[src/rtl/core/mcps_pkg.sv]
package mcps_pkg;

    localparam int LANES       = 4;
    localparam int FACTOR_W    = 8;
    localparam int WEIGHT_W    = 16;
    localparam int SCORE_W     = 40;
    localparam int PROD_W      = 24;   // weight times byte
    localparam int OWA_W       = 44;   // order weight times product, plus carries
    localparam int CFG_W       = 64;
    localparam int CFG_IDX_W   = 3;

    localparam logic [1:0] MODE_BOOL = 2'd0;
    localparam logic [1:0] MODE_WLC  = 2'd1;
    localparam logic [1:0] MODE_OWA  = 2'd2;

    localparam logic [CFG_IDX_W-1:0] REG_MODE     = 3'd0;
    localparam logic [CFG_IDX_W-1:0] REG_NFACT    = 3'd1;
    localparam logic [CFG_IDX_W-1:0] REG_NCONS    = 3'd2;
    localparam logic [CFG_IDX_W-1:0] REG_FWEIGHTS = 3'd3;
    localparam logic [CFG_IDX_W-1:0] REG_OWEIGHTS = 3'd4;

    // Classified pixel handed from the front end to the back end.
    typedef struct packed {
        logic                             zero;
        logic [1:0]                       mode;
        logic [2:0]                       nf;
        logic [LANES-1:0][PROD_W-1:0]     prod;   // weighted lanes, unused lanes zero
        logic [LANES-1:0][FACTOR_W-1:0]   fac;    // raw bytes, unused lanes one
    } work_t;

endpackage

[src/rtl/core/mcps_queue.sv]
module mcps_queue
    import mcps_pkg::*;
(
    input  logic   clk,
    input  logic   rst_n,
    input  logic   in_valid,
    output logic   in_stall,
    input  work_t  in_work,
    output logic   out_valid,
    input  logic   out_stall,
    output work_t  out_work
);

    // Two-entry queue; full only when both slots hold beats.
    work_t       mem_reg [2];
    logic        wr_ptr_reg;
    logic        rd_ptr_reg;
    logic [1:0]  cnt_reg;
    logic        push;
    logic        pop;

    assign in_stall  = (cnt_reg == 2'd2);
    assign out_valid = (cnt_reg != 2'd0);
    assign out_work  = mem_reg[rd_ptr_reg];
    assign push      = in_valid && !in_stall;
    assign pop       = out_valid && !out_stall;

    always_ff @(posedge clk or negedge rst_n)
    begin
        if (!rst_n)
        begin
            wr_ptr_reg <= 1'b0;
            rd_ptr_reg <= 1'b0;
            cnt_reg    <= 2'd0;
        end
        else
        begin
            if (push)
            begin
                wr_ptr_reg <= !wr_ptr_reg;
            end
            if (pop)
            begin
                rd_ptr_reg <= !rd_ptr_reg;
            end
            cnt_reg <= cnt_reg + 2'(push) - 2'(pop);
        end
    end

    always_ff @(posedge clk)
    begin
        if (push)
        begin
            mem_reg[wr_ptr_reg] <= in_work;
        end
    end

endmodule

[config.mk]
export PLATFORM = sky130hd
export DESIGN_NAME = mcps_queue
export DESIGN_NICKNAME = d
export VERILOG_FILES = /design/src/rtl/core/mcps_pkg.sv /design/src/rtl/core/mcps_queue.sv
export SDC_FILE = /design/constraint.sdc
export NUM_CORES = 1
export LEC_CHECK = 0
export BUFFER_PORTS_ARGS = -buffer_cell sky130_fd_sc_hd__buf_2
export CORE_ASPECT_RATIO = 0.8
export CORE_UTILIZATION = 43
export DETAILED_ROUTE_END_ITERATION = 8
export PLACE_DENSITY = 0.68
export SLEW_MARGIN = 20
export SYNTH_ARGS = -nofsm -noshare
export SYNTH_HDL_FRONTEND = slang
export SYNTH_SLANG_ARGS = --single-unit
[constraint.sdc]
create_clock -name clk -period 13.11 [get_ports clk]
set_input_delay 0 -clock clk [delete_from_list [all_inputs] [get_ports clk]]
set_output_delay 0 -clock clk [all_outputs]
set_load 0.005 [all_outputs]
==> insert_results.sql <==
INSERT INTO impl_metrics (metric_group, metric, value, unit) VALUES
('clock_tree', 'post_cts.repair.setup_buffers', '0', ''),
('finish', 'finish.utilization', '62.0', '%'),
('yosys', 'synth-edff-count', '268', ''),
('run_status', 'outcome', 'finished clean', ''),
('global_routing', 'vias_in_the_first_global_route', '6154', ''),
('yosys', 'synth.avg_cell_area', '23.1', 'µm²'),
('detailed_routing', 'totalWireLength', '21.8', 'mm'),
('detailed_routing', 'avgRoutedWirePerCell', '18.2', 'µm'),
('finish', 'fillerInstances', '1602', ''),
('worst_setup_path', 'setup.worst_path.start_class', 'flop', ''),
('yosys', 'synth.net_count', '575', ''),
('finish', 'finalNetCount', '1005', ''),
('finish', 'diodes', '0', ''),
('global_routing', 'grt_antenna_before_repair', '0', ''),
('finish', 'finalNonFillerCells', '1193', ''),
('floorplan', 'fp.dieH', '139', 'µm'),
('worst_setup_path', 'crit_path_cell_trace', 'buf_6 > mux2_2 > buf_2', ''),
('global_routing', 'grt.met1_usage', '22.3', '%'),
('detailed_routing', 'vias', '5679', ''),
('worst_setup_path', 'reg2reg_slack', '10.42', 'ns'),
('floorplan', 'initial_utilization', '44.2', '%'),
('worst_setup_path', 'critical_path_required', '13.11', 'ns'),
('detailed_routing', 'dr.first_iter.drc_count', '306', ''),
('yosys', 'synth.top_cells.by_area', 'edfxtp_1, mux2_2, mux2_4', ''),
('clock_tree', 'cts.path.max_buffers', '3', ''),
('yosys', 'synth_flop_cell', 'edfxtp_1', ''),
('worst_setup_path', 'cpLargestDelayFamily', 'flip-flops', ''),
('yosys', 'synth.ff_latch_count', '272', ''),
('global_routing', 'track_usage', '18.1', '%'),
('global_routing', 'global_route.peak_usage_layer', 'met2', ''),
('global_routing', 'globalRoute.totalOverflow', '0', ''),
('power', 'ir_worst_vdd', '121', 'µV'),
('timing', 'slew-limit-headroom', '32.7', '%'),
('timing', 'worst-slew-pin-transition', '1.01', 'ns'),
('timing', 'final.min_clock_period', '3.04', 'ns'),
('finish', 'syn_to_final_growth', '40.1', '%'),
('yosys', 'area_of_the_mapped_netlist', '10100', 'µm²'),
('clock_tree', 'cts.repair.resized', '0', ''),
('yosys', 'synth.cells.most_frequent', 'edfxtp_1, mux2_2, mux2_4', ''),
('yosys', 'synth.distinct_cells', '16', ''),
('worst_setup_path', 'setup.worst_path.class', 'reg2out', ''),
('detailed_routing', 'antenna_viol_nets_final', '0', ''),
('placement', 'post-dp-hpwl', '13.1', 'mm'),
('job', 'maxCapViolCount', '0', ''),
('yosys', 'synthesis.instances', '435', ''),
('placement', 'placedCellCount', '1003', ''),
('clock_tree', 'clock_sinks', '272', ''),
('worst_setup_path', 'worst_path_max_delay_cell', 'dfrtp_4', ''),
('global_routing', 'global_routing_usage_on_met2', '31.6', '%'),
('power', 'static-leakage-power', '5.48', 'nW'),
('finish', 'drive_gt1_share', '51.5', '%'),
('global_routing', 'grt_max_degree', '80', ''),
('timing', 'setup_viol', '0', ''),
('worst_setup_path', 'crit_arrival', '3.04', 'ns'),
('yosys', 'netlist.area_leader.share', '80.0', '%'),
('worst_setup_path', 'crit_path_max_fanout', '79', ''),
('timing', 'finalHoldViolCount', '0', ''),
('clock_tree', 'tritoncts.num_buffers', '28', ''),
('clock_tree', 'holdBufCountCts', '138', ''),
('yosys', 'post-synth-top-area-cell', 'edfxtp_1', ''),
('global_routing', 'grt_first_pass_wirelength', '33.8', 'mm'),
('detailed_routing', 'vias_per_cell', '4.76', ''),
('clock_tree', 'clock_latency', '0.53', 'ns'),
('worst_setup_path', 'critical_path.max_stage_delay', '1.03', 'ns'),
('placement', 'portBuffers', '273', ''),
('yosys', 'yosysSeqAreaShare', '81.0', '%'),
('yosys', 'synth_most_common_cell', 'edfxtp_1', ''),
('timing', 'max_freq', '329', 'MHz'),
('power', 'totalPowerFinal', '0.00289', 'W'),
('timing', 'unrepaired_setup_endpoints_after_global_routing', 'false', ''),
('finish', 'largest_register_ffs', '268', '');
==> layer usage <==
layer | up-vias | share of wire (%)
li1 | 2594 | -
met4 | 0 | 1.9
met5 | - | 0
met1 | 2806 | 41
met2 | 245 | 50
met3 | 34 | 7.6
==> logic make-up after synthesis <==
| group | Yosys count | synth area share [%] |
|---|---|---|
| muxes | 134 | 16.9 |
| xor gates and xnor gates | 4 | 0.348 |
| and+or+nand+nor | 6 | 0.323 |
| adders and majority gates | 2 | 0.249 |
| buffers and inverters | 17 | 1.26 |
| DFF | 272 | 81.0 |
==> cells in the final DEF (no fill, tap or decap), types with 5 or more instances in the layout <==
master,count
clkbuf_16,29
clkbuf_8,5
clkbuf_1,5
clkinv_1,5
dlygate4sd3_1,138
buf_2,273
edfxtp_1,268
mux2_4,50
mux2_2,84
==> power by group <==
part / total, W / switching [W] / internal [W]
clock: 0.000819 / 0.000311 / 0.000508
sequential: 0.00128 / 0.0000894 / 0.00119
combinational: 0.000787 / 0.000365 / 0.000422
total: 0.00289 / 0.000765 / 0.00212
==> through the flow <==
step	worst slack (ns)	instance area [µm²]
3_5_place_dp	10.37	11700
2_1_floorplan	6.33	10100
4_1_cts	9.80	14100
6_report	10.07	14100
5_1_grt	9.96	14100
3_3_place_gp	10.40	11700
==> worst register-to-register path: stages, from the launching register on <==
cell      delay (ns)
dfrtp_1         0.37
nand2b_1        0.16
and3_4          0.79
buf_4           0.91
==> final cells by class <==
type / instances / area, µm² / area share, %
clock buffer: 39 / 813 / 5.77
multi-input combinational: 146 / 1800 / 12.8
tap: 306 / 383 / 2.72
timing repair buffer: 415 / 2780 / 19.7
sequential: 272 / 8150 / 57.8
clock inverter: 13 / 159 / 1.13
inverter: 2 / 7.51 / 0.0533
==> final timing paths <==
check | start | end | depth (start not counted)
max in group asynchronous | rst_n | rd_ptr_reg | 3
max | rd_ptr_reg | out_work[46] | 3
max reg2reg | cnt_reg[0] | mem_reg[1][131] | 3
min in group asynchronous | rst_n | rd_ptr_reg | 3
min | in_work[108] | mem_reg[0][108] | 2
min reg2reg | cnt_reg[0] | cnt_reg[0] | 1
(Power assumes the default switching activity.)
