### config.mk
export PLATFORM = sky130hd
export DESIGN_NAME = mcps_front
export DESIGN_NICKNAME = d
export VERILOG_FILES = /design/src/rtl/core/mcps_pkg.sv /design/src/rtl/core/mcps_front.sv
export SDC_FILE = /design/constraint.sdc
export NUM_CORES = 1
export LEC_CHECK = 0
export BUFFER_PORTS_ARGS = -buffer_cell sky130_fd_sc_hd__buf_4
export CAP_MARGIN = 15
export CORE_MARGIN = 2
export CORE_UTILIZATION = 52
export CTS_CLUSTER_DIAMETER = 150
export DETAILED_ROUTE_END_ITERATION = 10
export PLACE_DENSITY = 0.72
export REMOVE_ABC_BUFFERS = 1
export SYNTH_ARGS = -nofsm -noshare
export SYNTH_HDL_FRONTEND = slang
export SYNTH_SLANG_ARGS = --single-unit
### constraint.sdc
create_clock -name clk -period 9.2 [get_ports clk]
set_input_delay 0.92 -clock clk [delete_from_list [all_inputs] [get_ports clk]]
set_output_delay 0.92 -clock clk [all_outputs]
set_load 0.005 [all_outputs]
### src/rtl/core/mcps_pkg.sv
package mcps_pkg;

    localparam int LANES       = 4;
    localparam int FACTOR_W    = 8;
    localparam int WEIGHT_W    = 16;
    localparam int SCORE_W     = 40;
    localparam int PROD_W      = 24;   // weight times byte
    localparam int OWA_W       = 44;   // order weight times product, plus carries
    localparam int CFG_W       = 64;
    localparam int CFG_IDX_W   = 3;

    localparam logic [1:0] MODE_BOOL = 2'd0;
    localparam logic [1:0] MODE_WLC  = 2'd1;
    localparam logic [1:0] MODE_OWA  = 2'd2;

    localparam logic [CFG_IDX_W-1:0] REG_MODE     = 3'd0;
    localparam logic [CFG_IDX_W-1:0] REG_NFACT    = 3'd1;
    localparam logic [CFG_IDX_W-1:0] REG_NCONS    = 3'd2;
    localparam logic [CFG_IDX_W-1:0] REG_FWEIGHTS = 3'd3;
    localparam logic [CFG_IDX_W-1:0] REG_OWEIGHTS = 3'd4;

    // Classified pixel handed from the front end to the back end.
    typedef struct packed {
        logic                             zero;
        logic [1:0]                       mode;
        logic [2:0]                       nf;
        logic [LANES-1:0][PROD_W-1:0]     prod;   // weighted lanes, unused lanes zero
        logic [LANES-1:0][FACTOR_W-1:0]   fac;    // raw bytes, unused lanes one
    } work_t;

endpackage

### src/rtl/core/mcps_front.sv
module mcps_front
    import mcps_pkg::*;
#(
    parameter int MAX_FACTORS      = 4,
    parameter int MAX_CONSTRAINTS  = 4
)
(
    input  logic                          clk,
    input  logic                          rst_n,
    input  logic                          in_valid,
    output logic                          in_stall,
    input  logic [FACTOR_W-1:0]           factor_a,
    input  logic [FACTOR_W-1:0]           factor_b,
    input  logic [FACTOR_W-1:0]           factor_c,
    input  logic [FACTOR_W-1:0]           factor_d,
    input  logic [3:0]                    constraint_bits,
    input  logic [1:0]                    eval_mode,
    input  logic [2:0]                    factors_in_use,
    input  logic [2:0]                    constraints_in_use,
    input  logic [CFG_W-1:0]              factor_weight_words,
    output logic                          q_valid,
    input  logic                          q_stall,
    output work_t                         q_work
);

    localparam int FLIM = (MAX_FACTORS < LANES) ? MAX_FACTORS : LANES;
    localparam int CLIM = (MAX_CONSTRAINTS < LANES) ? MAX_CONSTRAINTS : LANES;

    logic [2:0]              nf;
    logic [2:0]              nc;
    logic [LANES-1:0]        cmask;
    logic [LANES-1:0][7:0]   x;
    work_t                   w;
    work_t                   stage_reg;
    logic                    valid_reg;
    logic                    take;

    assign nf = (factors_in_use > 3'(FLIM)) ? 3'(FLIM) : factors_in_use;
    assign nc = (constraints_in_use > 3'(CLIM)) ? 3'(CLIM) : constraints_in_use;
    assign x  = {factor_d, factor_c, factor_b, factor_a};

    always_comb
    begin
        for (int i = 0; i < LANES; i++)
        begin
            cmask[i] = (3'(i) < nc);
        end
        w.zero = ((constraint_bits & cmask) != cmask);
        w.mode = eval_mode;
        w.nf   = nf;
        for (int i = 0; i < LANES; i++)
        begin
            if (3'(i) < nf)
            begin
                w.prod[i] = PROD_W'(factor_weight_words[i*WEIGHT_W +: WEIGHT_W]) * PROD_W'(x[i]);
                w.fac[i]  = x[i];
            end
            else
            begin
                w.prod[i] = '0;
                w.fac[i]  = 8'd1;
            end
        end
    end

    assign in_stall = valid_reg && q_stall;
    assign take     = in_valid && !in_stall;

    always_ff @(posedge clk or negedge rst_n)
    begin
        if (!rst_n)
        begin
            valid_reg <= 1'b0;
        end
        else if (!in_stall)
        begin
            valid_reg <= in_valid;
        end
    end

    always_ff @(posedge clk)
    begin
        if (take)
        begin
            stage_reg <= w;
        end
    end

    assign q_valid = valid_reg;
    assign q_work  = stage_reg;

endmodule

==> metrics.txt <==
first-pass GRT wire length=83200 um; clock-pin slew on the worst setup and hold paths=roughly 0.060 ns; Worst path slowest cell=fa_1; YS warnings=0; TNS Setup=0 ns; dpl ws=3.75 ns; DRT Pass-1 Iters=5; Post-synth EDFFs=134; pwr dens=between 200 and 250 nW/um2; CTS tree=done; DRC Markers=0; nets@finish=between 3000 and 4000; Worst Tran Pin Value=~0.92 ns; Post-Place Cells=2894; Cell variety after synth=70; hold_ws=~0.24 ns; clk_skew=0.0110 ns; unrepaired setup endpoints after global routing=no; Worst-Skew Late Latency=0.45 ns; final hold vios=0; area after detailed placement=between 20000 and 25000 um2; core area=39800 um2; Final ANT Viol Nets=0; Post-Synthesis Cells=~2200; Mean Syn Cell Area=around 9.7 um2; cell area after layout=24000 um2; Syn Std Cell Area=around 21000 um2; setup bufs post-CTS=0; die width=205 um; # clock sinks=135; Worst R2R Path Depth=3; Hold Path Class=input port to async pin; worst vdd ir=157 uV; cell mode on critical path=fa_1; CTS Root Cell=clkbuf_16; Crit. End Element=flop; row cnt=73; gr usage total=about a quarter; commonest non-fill, non-tap cell in the layout=and2_1; initial core utilization=a little over half; Synth Flop Type=edfxtp_1; DP HPWL=39000 um; max frequency=about 200 MHz; via count=between 15000 and 20000; Slew Limit Fails=0; fin cells=between 2000 and 3000; WL/cell=16.8 um; Critical Path AT=5.21 ns; RD Place Congestion=0.864; Crit Path Max Fanout=17; synthesized flop and latch total=135; FF-to-FF Start=q_valid$_DFFE_PN0N_; Hold Buf Count CTS=0; Synth async-reset ratio=less than 1%; Area Growth Syn to Fin=14.0%; commonest non-fill, non-tap cells in the layout=and2_1, inv_1, fa_1, buf_4, ha_1; CP cell instances=buf_4 > nand2_1 > fa_1 > fa_1 > inv_1 > fa_1 > inv_1 > fa_1 > inv_1 > ha_1 > o21ai_1 > a21oi_1 > o21bai_1 > a2111oi_2 > o311ai_1 > and3_1 > o21a_1; Crit path required time=around 9.4 ns; total global routing overflow=0; die area=42100 um2; CP startpoint kind=input port; Reg-to-Reg End=q_work[18]$_SDFFCE_PP0P_; MaxCap Viol Count=0; initial antenna violation count=1; post-CTS resize count=0; layout cells sized above 1=12.7%; LEAKAGE=approximately 12 nW; TritonCTS buffer count=17; port bufs=247; largest net degree at the start of global routing=73; vias in the first global route=17000; sequential area share after synthesis=19.2%; I/O pin total=around 250; Detailed Route WL=roughly 49000 um; Crit Path Class=input port to flop; Worst path max stage delay=0.56 ns; worst relative slew slack=38.6%; Tmin final=5.01 ns; Finish-stage setup viols=0; status=finished clean; CTS max path bufs=2; FF-to-FF setup slack=6.64 ns; Avg Vias per Cell=around 5.4; final worst path period share=54.5%; initial DRC count=~700; DIE HEIGHT=between 200 and 250 um; setup ws final=4.19 ns; H-tree depth=4
[registers in the layout, indices dropped and copies added (netlist names)]
name,count
q_work,134
q_valid,1
[how the worst max path moves through the flow]
stage	slack (ns)	end	startpoint	cells after the start
6_report	4.19	q_work[127]$_SDFFCE_PN0P_	factor_d[2]	17
5_1_grt	3.86	q_work[127]$_SDFFCE_PN0P_	factor_d[2]	17
4_1_cts	4.24	q_work[127]$_SDFFCE_PN0P_	factor_d[2]	17
3_5_place_dp	3.75	q_work[127]$_SDFFCE_PN0P_	factor_d[2]	17
3_3_place_gp	3.87	q_work[127]$_SDFFCE_PN0P_	factor_d[2]	17
2_1_floorplan	1.54	q_work[0]$_SDFFCE_PP1P_	q_stall	2
[cell usage after synthesis (all sizes together), types with 3 or more instances]
master / number / area [um2]
nor3: 25 / 130
o211ai: 8 / 60.1
ha: 176 / 2200
nor2b: 35 / 226
inv: 400 / 1500
nand2b: 12 / 75.1
nand3: 10 / 50.1
o31ai: 6 / 58.8
nor2: 82 / 308
or3: 7 / 43.8
a211o: 3 / 26.3
a211oi: 11 / 82.6
o311ai: 3 / 26.3
o22ai: 3 / 18.8
clkbuf: 56 / 210
a21boi: 7 / 52.6
nand2: 139 / 522
o31a: 4 / 35.0
o21ai: 41 / 213
fa: 336 / 6730
and3: 8 / 50.1
and2: 441 / 2760
xnor2: 22 / 193
a21oi: 65 / 329
a21o: 26 / 195
nor3b: 5 / 37.5
o21a: 16 / 120
nand4: 13 / 81.3
a41oi: 3 / 26.3
mux2i: 6 / 60.1
xor2: 21 / 184
a31oi: 6 / 37.5
edfxtp: 134 / 4020
or2: 7 / 43.8
o21bai: 9 / 71.3
[critical path, delay by kind of cell]
kind	cells	cell delay, ns
AOI/OAI and AO/OA	6	1.31
adders and majority gates	5	2.35
buffers and inverters	4	0.33
and+or+nand+nor	2	0.30
[per-stage QoR]
| stage | total power [mW] | util, % |
|---|---|---|
| after global routing | 6.52 | 60.3 |
| after floorplan | 4.01 | - |
| after global placement | 5.08 | 58.8 |
| after CTS | 5.94 | 60.3 |
| final | 5.88 | 60.3 |
| after detailed placement | 5.17 | 58.8 |
[area by class of cell]
class | instances | area [um2]
antenna | 1 | 2.50
clock buffer | 18 | 429
clock inverter | 14 | 163
fill | 3428 | 15800
inverter | 401 | 1510
multi-input combinational | 1581 | 15300
sequential | 135 | 4050
tap | 525 | 657
timing repair buffer | 252 | 1890
[cell families (layout without fill, tap and decap cells)]
logic type	after synthesis	in the layout	synth area share [%]
AND/OR/NAND/NOR	793	793	20.9
buffers and inverters	459	685	8.18
adder cells (fa/ha/maj)	512	512	42.4
other	0	1	0
multiplexers	6	6	0.285
AO/OA/AOI/OAI	227	227	7.27
XOR/XNOR	43	43	1.79
flip-flops	135	135	19.2
[layer usage]
| layer | GRT usage (%) | wire length, um | vias to the layer above |
|---|---|---|---|
| li1 | - | - | 7262 |
| met1 | 30.4 | 19600 | 8023 |
| met2 | 44.0 | 25400 | 453 |
| met3 | 5.18 | 3060 | 85 |
| met4 | 8.38 | 1170 | 0 |
| met5 | 0 | 0 | - |
[where the power goes]
group          internal (mW)  switching, mW  leakage, nW
logic                   1.78           2.35         10.1
registers              0.978         0.0626         1.31
clock network          0.407          0.310        0.284
(Power assumes the default switching activity.)
